==> config.mk <==
export PLATFORM = sky130hd
export DESIGN_NAME = integer_to_spoken_word_tokens
export DESIGN_NICKNAME = d
export VERILOG_FILES = /design/src/hw/rtl/itsw_pkg.sv /design/src/hw/rtl/integer_to_spoken_word_tokens.sv
export VERILOG_INCLUDE_DIRS = /design/src /design/src/hw/rtl
export SDC_FILE = /design/constraint.sdc
export NUM_CORES = 2
export LEC_CHECK = 0
export BUFFER_PORTS_ARGS = -buffer_cell sky130_fd_sc_hd__buf_2
export CORE_UTILIZATION = 25
export CTS_CLUSTER_DIAMETER = 100
export DETAILED_ROUTE_END_ITERATION = 10
export PLACE_DENSITY_LB_ADDON = 0.05
export SYNTH_ARGS = -nofsm -noshare
export SYNTH_HDL_FRONTEND = slang
export SYNTH_SLANG_ARGS = --single-unit
==> constraint.sdc <==
create_clock -name clk -period 9.19 [get_ports clk]
set_clock_uncertainty 0.15 [all_clocks]
set_input_delay 0.4595 -clock clk [delete_from_list [all_inputs] [get_ports clk]]
set_output_delay 0.4595 -clock clk [all_outputs]
set_load 0.1 [all_outputs]
==> src/hw/rtl/integer_to_spoken_word_tokens_defines.svh <==
// ----------------------------------------------------------------------------
// Assertion macros for the spoken-word token generator.
// Each macro expands to one labeled concurrent assertion, clocked on the
// rising edge and disabled while the asynchronous reset is asserted.
// ----------------------------------------------------------------------------
`ifndef INTEGER_TO_SPOKEN_WORD_TOKENS_DEFINES_SVH
`define INTEGER_TO_SPOKEN_WORD_TOKENS_DEFINES_SVH

// Same-cycle implication.
`define ITSW_ASSERT_NOW(label, clk, rst_n, ante, cons, msg) \
	label: assert property (@(posedge clk) disable iff (!rst_n) (ante) |-> (cons)) \
		else $error(msg);

// Next-cycle implication.
`define ITSW_ASSERT_NEXT(label, clk, rst_n, ante, cons, msg) \
	label: assert property (@(posedge clk) disable iff (!rst_n) (ante) |=> (cons)) \
		else $error(msg);

`endif

==> src/hw/rtl/itsw_pkg.sv <==
// ----------------------------------------------------------------------------
// itsw_pkg
// Token codes, token and group types, and the small arithmetic helpers used
// by the spoken-word token generator.
// ----------------------------------------------------------------------------
`default_nettype none

package itsw_pkg;

	// Token kinds.
	localparam logic [3:0] TkNumber      = 4'd0;
	localparam logic [3:0] TkOneHundred  = 4'd1;
	localparam logic [3:0] TkHundred     = 4'd2;
	localparam logic [3:0] TkMinus       = 4'd3;
	localparam logic [3:0] TkOneBillion  = 4'd4;
	localparam logic [3:0] TkBillion     = 4'd5;
	localparam logic [3:0] TkOneMillion  = 4'd6;
	localparam logic [3:0] TkMillion     = 4'd7;
	localparam logic [3:0] TkOneThousand = 4'd8;
	localparam logic [3:0] TkThousand    = 4'd9;

	// Longest token run for one value.
	localparam int MaxTok = 14;
	// Number of segments: minus, billions, millions, thousands, units.
	localparam int NumSeg = 5;
	localparam int SegMinus = 0;
	localparam int SegBill  = 1;
	localparam int SegMill  = 2;
	localparam int SegThou  = 3;
	localparam int SegUnits = 4;

	// floor(x / 1000) = (x * Recip1000) >> RecipShift for any 32-bit x.
	localparam logic [31:0] Recip1000  = 32'd2199023256;
	localparam int          RecipShift = 41;

	// floor(g / 100) = (g * 41) >> 12 for g below 1000.
	localparam logic [5:0] Recip100 = 6'd41;

	typedef struct packed {
		logic [3:0] kind;
		logic [6:0] word;
	} tok_t;

	// One group of three digits, split into hundreds digit and remainder.
	typedef struct packed {
		logic [3:0] h;
		logic [6:0] r;
		logic       zero;
		logic       one;
	} grp_t;

	// Up to four tokens of one segment, packed from slot 0, with their count.
	typedef struct packed {
		tok_t [3:0] t;
		logic [2:0] cnt;
	} seg_t;

	function automatic tok_t mk_tok(logic [3:0] kind, logic [6:0] word);
		tok_t x;
		x.kind = kind;
		x.word = word;
		return x;
	endfunction

	// Split a group 0..999 into hundreds digit and remainder.
	function automatic grp_t split_grp(logic [9:0] g);
		grp_t       x;
		logic [15:0] prod;
		logic [10:0] hx;
		prod   = 16'(g) * 16'(Recip100);
		x.h    = prod[15:12];
		hx     = 11'(x.h) * 11'd100;
		x.r    = g[6:0] - hx[6:0];
		x.zero = (g == 10'd0);
		x.one  = (g == 10'd1);
		return x;
	endfunction

	// Token list of one group, with an optional scale word after it.
	function automatic seg_t seg_build(grp_t g, logic has_scale, logic [3:0] one_kind,
			logic [3:0] scale_kind);
		seg_t       s;
		logic [2:0] n;
		s = '0;
		n = 3'd0;
		if (has_scale && g.one) begin
			s.t[0] = mk_tok(one_kind, 7'd0);
			n = 3'd1;
		end else if (!g.zero) begin
			if (g.h == 4'd1) begin
				s.t[n[1:0]] = mk_tok(TkOneHundred, 7'd0);
				n = n + 3'd1;
			end else if (g.h != 4'd0) begin
				s.t[n[1:0]] = mk_tok(TkNumber, {3'd0, g.h});
				n = n + 3'd1;
				s.t[n[1:0]] = mk_tok(TkHundred, 7'd0);
				n = n + 3'd1;
			end
			if (g.r != 7'd0) begin
				s.t[n[1:0]] = mk_tok(TkNumber, g.r);
				n = n + 3'd1;
			end
			if (has_scale) begin
				s.t[n[1:0]] = mk_tok(scale_kind, 7'd0);
				n = n + 3'd1;
			end
		end
		s.cnt = n;
		return s;
	endfunction

endpackage

`default_nettype wire

==> src/hw/rtl/integer_to_spoken_word_tokens.sv <==
// ----------------------------------------------------------------------------
// integer_to_spoken_word_tokens
// Turns a signed 32-bit value into the run of spoken-word tokens that reads
// it aloud, grouped by thousands, one token beat per cycle unless stalled.
//
// Channel   Direction  Handshake             Payload
// in        input      in_valid / in_ready   value
// out       output     out_valid / out_ready token_kind, number_word, last_token
//
// A value passes eight pipeline stages (magnitude, three reciprocal divides
// by 1000, digit split, segment build, run placement) and then a token
// shift buffer.
// The shift buffer sends one token per cycle while out_ready is high; a
// value has from 1 to 14 tokens, and a new value may enter every
// cycle while the pipeline has room.
// Reset clears every stage valid bit and the buffer count. A stall on the
// output holds the buffer and backs the pipeline up stage by stage.
// ----------------------------------------------------------------------------
`default_nettype none

`include "integer_to_spoken_word_tokens_defines.svh"

module integer_to_spoken_word_tokens (
	input  wire logic               clk,
	input  wire logic               arst_n,
	input  wire logic               in_valid,
	output      logic               in_ready,
	input  wire logic signed [31:0] value,
	output      logic               out_valid,
	input  wire logic               out_ready,
	output      logic [3:0]         token_kind,
	output      logic [6:0]         number_word,
	output      logic               last_token
);

	// Stage valid bits and ready chain.
	logic v_s1, v_s2, v_s3, v_s4, v_s5, v_s6, v_s7, v_s8;
	logic rdy_s1, rdy_s2, rdy_s3, rdy_s4, rdy_s5, rdy_s6, rdy_s7, rdy_s8;
	logic ser_take;

	// Stage payloads.
	logic        neg_s1, zero_s1;
	logic [31:0] mag_s1;
	logic        neg_s2, zero_s2;
	logic [31:0] mag_s2;
	logic [21:0] q1_s2;
	logic        neg_s3, zero_s3;
	logic [9:0]  units_s3;
	logic [21:0] q1_s3;
	logic [11:0] q2_s3;
	logic        neg_s4, zero_s4;
	logic [9:0]  units_s4, thou_s4;
	logic [11:0] q2_s4;
	logic [1:0]  q3_s4;
	logic        neg_s5, zero_s5;
	logic [9:0]  units_s5, thou_s5, mill_s5;
	logic [1:0]  bill_s5;
	logic        neg_s6, zero_s6;
	itsw_pkg::grp_t bill_g_s6, mill_g_s6, thou_g_s6, units_g_s6;
	itsw_pkg::seg_t seg_s7 [itsw_pkg::NumSeg];
	itsw_pkg::tok_t tok_s8 [itsw_pkg::MaxTok];
	logic [3:0]  cnt_s8;

	// Output shift buffer.
	itsw_pkg::tok_t ser_tok_q [itsw_pkg::MaxTok];
	logic [3:0]     ser_cnt_q;

	// Combinational stage results.
	logic [31:0] raw_d, mag_d;
	logic [63:0] prod1_d;
	logic [53:0] prod2_d;
	logic [43:0] prod3_d;
	logic [31:0] q1k_d;
	logic [21:0] q2k_d;
	logic [11:0] q3k_d;
	itsw_pkg::seg_t seg_d [itsw_pkg::NumSeg];
	itsw_pkg::tok_t tok_d [itsw_pkg::MaxTok];
	logic [3:0]  offs_d [itsw_pkg::NumSeg];
	logic [3:0]  total_d;

	// Conditions watched by the checks.
	logic grp_ok;
	logic run_ok;
	logic last_drain;

	// The buffer takes a new run when empty or when its last beat leaves.
	assign ser_take = (ser_cnt_q == 4'd0) || (out_ready && ser_cnt_q == 4'd1);
	assign rdy_s8 = !v_s8 || ser_take;
	assign rdy_s7 = !v_s7 || rdy_s8;
	assign rdy_s6 = !v_s6 || rdy_s7;
	assign rdy_s5 = !v_s5 || rdy_s6;
	assign rdy_s4 = !v_s4 || rdy_s5;
	assign rdy_s3 = !v_s3 || rdy_s4;
	assign rdy_s2 = !v_s2 || rdy_s3;
	assign rdy_s1 = !v_s1 || rdy_s2;
	assign in_ready = rdy_s1;

	// Valid bits move forward wherever the next stage has room.
	always_ff @(posedge clk or negedge arst_n) begin
		if (!arst_n) begin
			v_s1 <= 1'b0;
			v_s2 <= 1'b0;
			v_s3 <= 1'b0;
			v_s4 <= 1'b0;
			v_s5 <= 1'b0;
			v_s6 <= 1'b0;
			v_s7 <= 1'b0;
			v_s8 <= 1'b0;
		end else begin
			if (rdy_s1) v_s1 <= in_valid;
			if (rdy_s2) v_s2 <= v_s1;
			if (rdy_s3) v_s3 <= v_s2;
			if (rdy_s4) v_s4 <= v_s3;
			if (rdy_s5) v_s5 <= v_s4;
			if (rdy_s6) v_s6 <= v_s5;
			if (rdy_s7) v_s7 <= v_s6;
			if (rdy_s8) v_s8 <= v_s7;
		end
	end

	// Magnitude, reciprocal products and remainders of the divide stages.
	always_comb begin
		raw_d   = unsigned'(value);
		mag_d   = raw_d[31] ? (32'd0 - raw_d) : raw_d;
		prod1_d = 64'(mag_s1) * 64'(itsw_pkg::Recip1000);
		prod2_d = 54'(q1_s2) * 54'(itsw_pkg::Recip1000);
		prod3_d = 44'(q2_s3) * 44'(itsw_pkg::Recip1000);
		q1k_d   = 32'(q1_s2) * 32'd1000;
		q2k_d   = 22'(q2_s3) * 22'd1000;
		q3k_d   = 12'(q3_s4) * 12'd1000;
	end

	// Stages one to six: magnitude, three divides by 1000, digit split.
	always_ff @(posedge clk) begin
		if (rdy_s1 && in_valid) begin
			neg_s1  <= raw_d[31];
			zero_s1 <= (raw_d == 32'd0);
			mag_s1  <= mag_d;
		end
		if (rdy_s2 && v_s1) begin
			neg_s2  <= neg_s1;
			zero_s2 <= zero_s1;
			mag_s2  <= mag_s1;
			q1_s2   <= prod1_d[62:41];
		end
		if (rdy_s3 && v_s2) begin
			neg_s3   <= neg_s2;
			zero_s3  <= zero_s2;
			units_s3 <= mag_s2[9:0] - q1k_d[9:0];
			q1_s3    <= q1_s2;
			q2_s3    <= prod2_d[52:41];
		end
		if (rdy_s4 && v_s3) begin
			neg_s4   <= neg_s3;
			zero_s4  <= zero_s3;
			units_s4 <= units_s3;
			thou_s4  <= q1_s3[9:0] - q2k_d[9:0];
			q2_s4    <= q2_s3;
			q3_s4    <= prod3_d[42:41];
		end
		if (rdy_s5 && v_s4) begin
			neg_s5   <= neg_s4;
			zero_s5  <= zero_s4;
			units_s5 <= units_s4;
			thou_s5  <= thou_s4;
			mill_s5  <= q2_s4[9:0] - q3k_d[9:0];
			bill_s5  <= q3_s4;
		end
		if (rdy_s6 && v_s5) begin
			neg_s6     <= neg_s5;
			zero_s6    <= zero_s5;
			bill_g_s6  <= itsw_pkg::split_grp({8'd0, bill_s5});
			mill_g_s6  <= itsw_pkg::split_grp(mill_s5);
			thou_g_s6  <= itsw_pkg::split_grp(thou_s5);
			units_g_s6 <= itsw_pkg::split_grp(units_s5);
		end
	end

	// Token lists of each segment; a zero value speaks a lone number word.
	always_comb begin
		seg_d[itsw_pkg::SegMinus] = '0;
		seg_d[itsw_pkg::SegMinus].t[0] = itsw_pkg::mk_tok(itsw_pkg::TkMinus, 7'd0);
		seg_d[itsw_pkg::SegMinus].cnt = {2'd0, neg_s6};
		seg_d[itsw_pkg::SegBill] = itsw_pkg::seg_build(bill_g_s6, 1'b1,
			itsw_pkg::TkOneBillion, itsw_pkg::TkBillion);
		seg_d[itsw_pkg::SegMill] = itsw_pkg::seg_build(mill_g_s6, 1'b1,
			itsw_pkg::TkOneMillion, itsw_pkg::TkMillion);
		seg_d[itsw_pkg::SegThou] = itsw_pkg::seg_build(thou_g_s6, 1'b1,
			itsw_pkg::TkOneThousand, itsw_pkg::TkThousand);
		seg_d[itsw_pkg::SegUnits] = itsw_pkg::seg_build(units_g_s6, 1'b0,
			itsw_pkg::TkNumber, itsw_pkg::TkNumber);
		if (zero_s6) begin
			seg_d[itsw_pkg::SegUnits] = '0;
			seg_d[itsw_pkg::SegUnits].t[0] = itsw_pkg::mk_tok(itsw_pkg::TkNumber, 7'd0);
			seg_d[itsw_pkg::SegUnits].cnt = 3'd1;
		end
	end

	// Place the segments one after another into a single run.
	always_comb begin
		logic [3:0] jj;
		logic [3:0] rel;
		logic [3:0] segc;
		offs_d[0] = 4'd0;
		for (int s = 1; s < itsw_pkg::NumSeg; s++) begin
			offs_d[s] = offs_d[s-1] + {1'b0, seg_s7[s-1].cnt};
		end
		total_d = offs_d[itsw_pkg::NumSeg-1] + {1'b0, seg_s7[itsw_pkg::NumSeg-1].cnt};
		for (int j = 0; j < itsw_pkg::MaxTok; j++) begin
			jj = 4'(j);
			tok_d[j] = '0;
			for (int s = 0; s < itsw_pkg::NumSeg; s++) begin
				segc = {1'b0, seg_s7[s].cnt};
				rel  = jj - offs_d[s];
				if (jj >= offs_d[s] && jj < offs_d[s] + segc) begin
					tok_d[j] = seg_s7[s].t[rel[1:0]];
				end
			end
		end
	end

	// Stages seven and eight: segment lists, then the placed run.
	always_ff @(posedge clk) begin
		if (rdy_s7 && v_s6) begin
			for (int s = 0; s < itsw_pkg::NumSeg; s++) begin
				seg_s7[s] <= seg_d[s];
			end
		end
		if (rdy_s8 && v_s7) begin
			for (int j = 0; j < itsw_pkg::MaxTok; j++) begin
				tok_s8[j] <= tok_d[j];
			end
			cnt_s8 <= total_d;
		end
	end

	// Buffer count: load a run, or drop one token per delivered beat.
	always_ff @(posedge clk or negedge arst_n) begin
		if (!arst_n) begin
			ser_cnt_q <= 4'd0;
		end else if (ser_take && v_s8) begin
			ser_cnt_q <= cnt_s8;
		end else if (out_valid && out_ready) begin
			ser_cnt_q <= ser_cnt_q - 4'd1;
		end
	end

	// Buffer tokens: the head always sits in slot zero.
	always_ff @(posedge clk) begin
		if (ser_take && v_s8) begin
			for (int j = 0; j < itsw_pkg::MaxTok; j++) begin
				ser_tok_q[j] <= tok_s8[j];
			end
		end else if (out_valid && out_ready) begin
			for (int j = 0; j < itsw_pkg::MaxTok - 1; j++) begin
				ser_tok_q[j] <= ser_tok_q[j+1];
			end
		end
	end

	assign out_valid   = (ser_cnt_q != 4'd0);
	assign token_kind  = ser_tok_q[0].kind;
	assign number_word = ser_tok_q[0].word;
	assign last_token  = (ser_cnt_q == 4'd1);

	// Groups after the divides, run length, and a final beat with nothing behind it.
	assign grp_ok = (units_s5 < 10'd1000) && (thou_s5 < 10'd1000) &&
		(mill_s5 < 10'd1000) && (bill_s5 <= 2'd2);
	assign run_ok = (cnt_s8 != 4'd0) && (cnt_s8 <= 4'd14);
	assign last_drain = out_valid && out_ready && last_token && !v_s8;

	// Checks on the divide chain, the run length and the buffer drain.
	`ITSW_ASSERT_NOW(a_groups_in_range, clk, arst_n, v_s5, grp_ok, "group out of range")
	`ITSW_ASSERT_NOW(a_run_length, clk, arst_n, v_s8, run_ok, "run length out of range")
	`ITSW_ASSERT_NEXT(a_drain_empty, clk, arst_n, last_drain, !out_valid, "buffer not empty")

endmodule

`default_nettype wire

==> out/summary.txt <==
outcome = finished, final reports clean
vias in the first global route = 41500
CTS Sinks = 651
most common cell in the netlist = inv_1
Crit. End Element = flop
ranking of synthesized cells by area = edfxtp_1 32%, fa_1 20%, ha_1 19%, inv_1 7.1%, mux4_2 2.8%
TNS Setup = 0 ns
Worst Path Required = 9.47 ns
die height = 494 um
drt pass-1 iters = 6
Worst-path clk slew = 0.06 ns
Final min period = 7.92 ns
crit-path most repeated cell = fa_1
# nets final = 6988
critical path class = flop to flop
Die Area = 244000 um^2
asr flop ratio synth = 0.0184
Synth top area share = 0.317
synthesized flop and latch total = 651
Post-Synthesis Cells = 5285
class of the worst hold path = input pin to async pin
setup violators final = 0
Clock Latency Late Sink = 0.72 ns
gr ovfl total = 0
# fillers = 25100
Yosys cell types = 91
slowest stage cell, crit path = edfxtp_1
Synth Cell Area = 60500 um^2
vias after detailed routing = 38200
Ys Warns = 0
Initial Util = 0.251
WL final = 195000 um
CP top delay family = adder cells
Min Hold Slack = 0.0684 ns
Fmax = 126 MHz
crit path DAT = 8.20 ns
Initial DRC Count = 1969
cell chain of the critical path = ha_1 > fa_1 > fa_1 > inv_1 > fa_1 > inv_1 > fa_1 > fa_1 > fa_1 > inv_1 > fa_1 > inv_1 > ha_1 > a21oi_1 > o21ai_0 > or4_1 > o211ai_1 > a21boi_0 > o21ai_1 > a31oi_1 > xor2_1
global-route wire length before repair = 288000 um
R2R setup slack = 1.27 ns
Root Driver = clkbuf_16
sequential share of the synthesized area = 0.322
max_slew headroom = 0.185
synth cell count leaders = 1136 x inv_1, 921 x ha_1, 639 x edfxtp_1
WL/cell = 22.4 um
# IOs = 50
largest net degree at the start of global routing = 152
total CTS buffers = 86
Area Growth Syn to Fin = 12.7%
gpl congestion = 0.868
DR vias/cell = 4.39
Syn Area/Cell = 11.4 um^2
CTS tree = built
PortBufs = 49
Final HPWL DP = 160000 um
worst slew pin tran = 1.22 ns
largest area contributor in the netlist = edfxtp_1
max-cap viol count = 0
Final Max Slew Viols = 0
Core Rows = 180
CTS resizes = 0
CP Launch Type = flop
die width = 494 um
number of synthesized flops with an enable pin = 639
share of layout cells above drive strength 1 = 0.0911
fin crit share = 0.861
number of remaining DRC errors = 0
Buf/Inv on CP = 4
slowest stage delay, CP = 0.77 ns
worst-case clock buffer depth = 3
gr usage total = 0.162
Crit Path Max Fanout = 10
unrepaired setup endpoints after global routing = no
H-tree lvl count = 3
Hold Violations, Final = 0
Top FF cell, synth = edfxtp_1
initial antenna violation count = 6
Core Area = 241000 um^2
Antenna Nets Post-Route = 0
==> metrics by stage <==
| stage | cell area [um^2] | utilization | setup slack (ns) | std cells |
|---|---|---|---|---|
| 2_1_floorplan | 60500 | - | 0.374 | 5306 |
| 3_3_place_gp | 64900 | 0.270 | 1.19 | 8502 |
| 3_5_place_dp | 64900 | 0.270 | 1.13 | 8502 |
| 4_1_cts | 68100 | 0.283 | 1.09 | 8697 |
| 5_1_grt | 68200 | 0.283 | 0.765 | 8699 |
| 6_report | 68200 | 0.283 | 1.27 | 8702 |
==> worst register-to-register path, delay by kind of cell, from the launching register on <==
kind,cells,cell delay (ns)
flops,1,0.77
buf+inv,4,0.22
fa+ha+maj,9,4.30
compound gates,6,1.49
simple gates,1,0.56
xor+xnor,1,0.16
==> cell families after synthesis <==
family | synth area share
AO/OA/AOI/OAI | 0.0763
AND/OR/NAND/NOR | 0.0652
multiplexers | 0.0524
XOR/XNOR | 0.0194
buffers and inverters | 0.0781
flip-flops | 0.322
adder cells (fa/ha/maj) | 0.386
other | 0.0000620
==> sequential cells by signal (all words and copies together), names as in the netlist, 12 cells and up <==
name        cells
q1_s2          22
tok_s8        154
mag_s1         32
units_g_s6     12
thou_g_s6      13
mill_g_s6      13
q2_s3          12
ser_tok_q     154
seg_s7        113
==> final timing paths <==
check | startpoint | end | depth (start not counted)
min | arst_n | v_s3$_DFFE_PN0P_ | 2
min reg2reg | units_s3[6]$_DFFE_PP_ | units_s4[6]$_DFFE_PP_ | 0
max | mag_s1[18]$_DFFE_PP_ | q1_s2[15]$_DFFE_PP_ | 21
min in group clk | out_ready | v_s8$_DFFE_PN0P_ | 5
max reg2reg | mag_s1[18]$_DFFE_PP_ | q1_s2[15]$_DFFE_PP_ | 21
max in group asynchronous | arst_n | ser_cnt_q[0]$_DFFE_PN0P_ | 2
==> cell type report <==
type                       count  area, um^2  share of cell area
multi-input combinational   3416       36400               0.535
clock buffer                 109        2290              0.0336
timing repair buffer         146        1070              0.0158
clock inverter                51         602             0.00883
sequential                   651       19500               0.286
inverter                    1139        4280              0.0627
antenna                        5        12.5            0.000184
tap                         3185        3990              0.0585
==> per-layer routing <==
| layer | part of all wire | GRT usage | routed length, um | vias up |
|---|---|---|---|---|
| met5 | 0 | 0 | 0 | - |
| met4 | 0.022 | 0.0369 | 4370 | 0 |
| met3 | 0.023 | 0.0159 | 4400 | 205 |
| met2 | 0.51 | 0.291 | 98900 | 477 |
| met1 | 0.45 | 0.208 | 87500 | 19300 |
| li1 | - | - | - | 18200 |
==> timing repair <==
action / 4_1_cts / 5_1_grt
hold buffers: 35 / 0
endpoints found under the hold margin: 43 / 0
setup buffers: 0 / 0
==> layout by cell type, fill, tap and decap left out, drive strengths merged, types with 20 or more instances in the layout <==
cell type	count
inv	1141
nand2	318
a21oi	218
and2	80
o21ai	153
fa	591
clkinv	37
conb	22
a211oi	20
buf	111
nand4	22
a21o	79
mux4	74
nor3	44
ha	921
nor2b	21
mux2	121
dlygate4sd3	35
xnor2	105
a22oi	57
xor2	27
clkbuf	109
nand2b	23
nand3	35
nor2	198
edfxtp	639
Power is not shown: default switching activity piles up to over one toggle a cycle in this logic, so the estimate is an artifact.
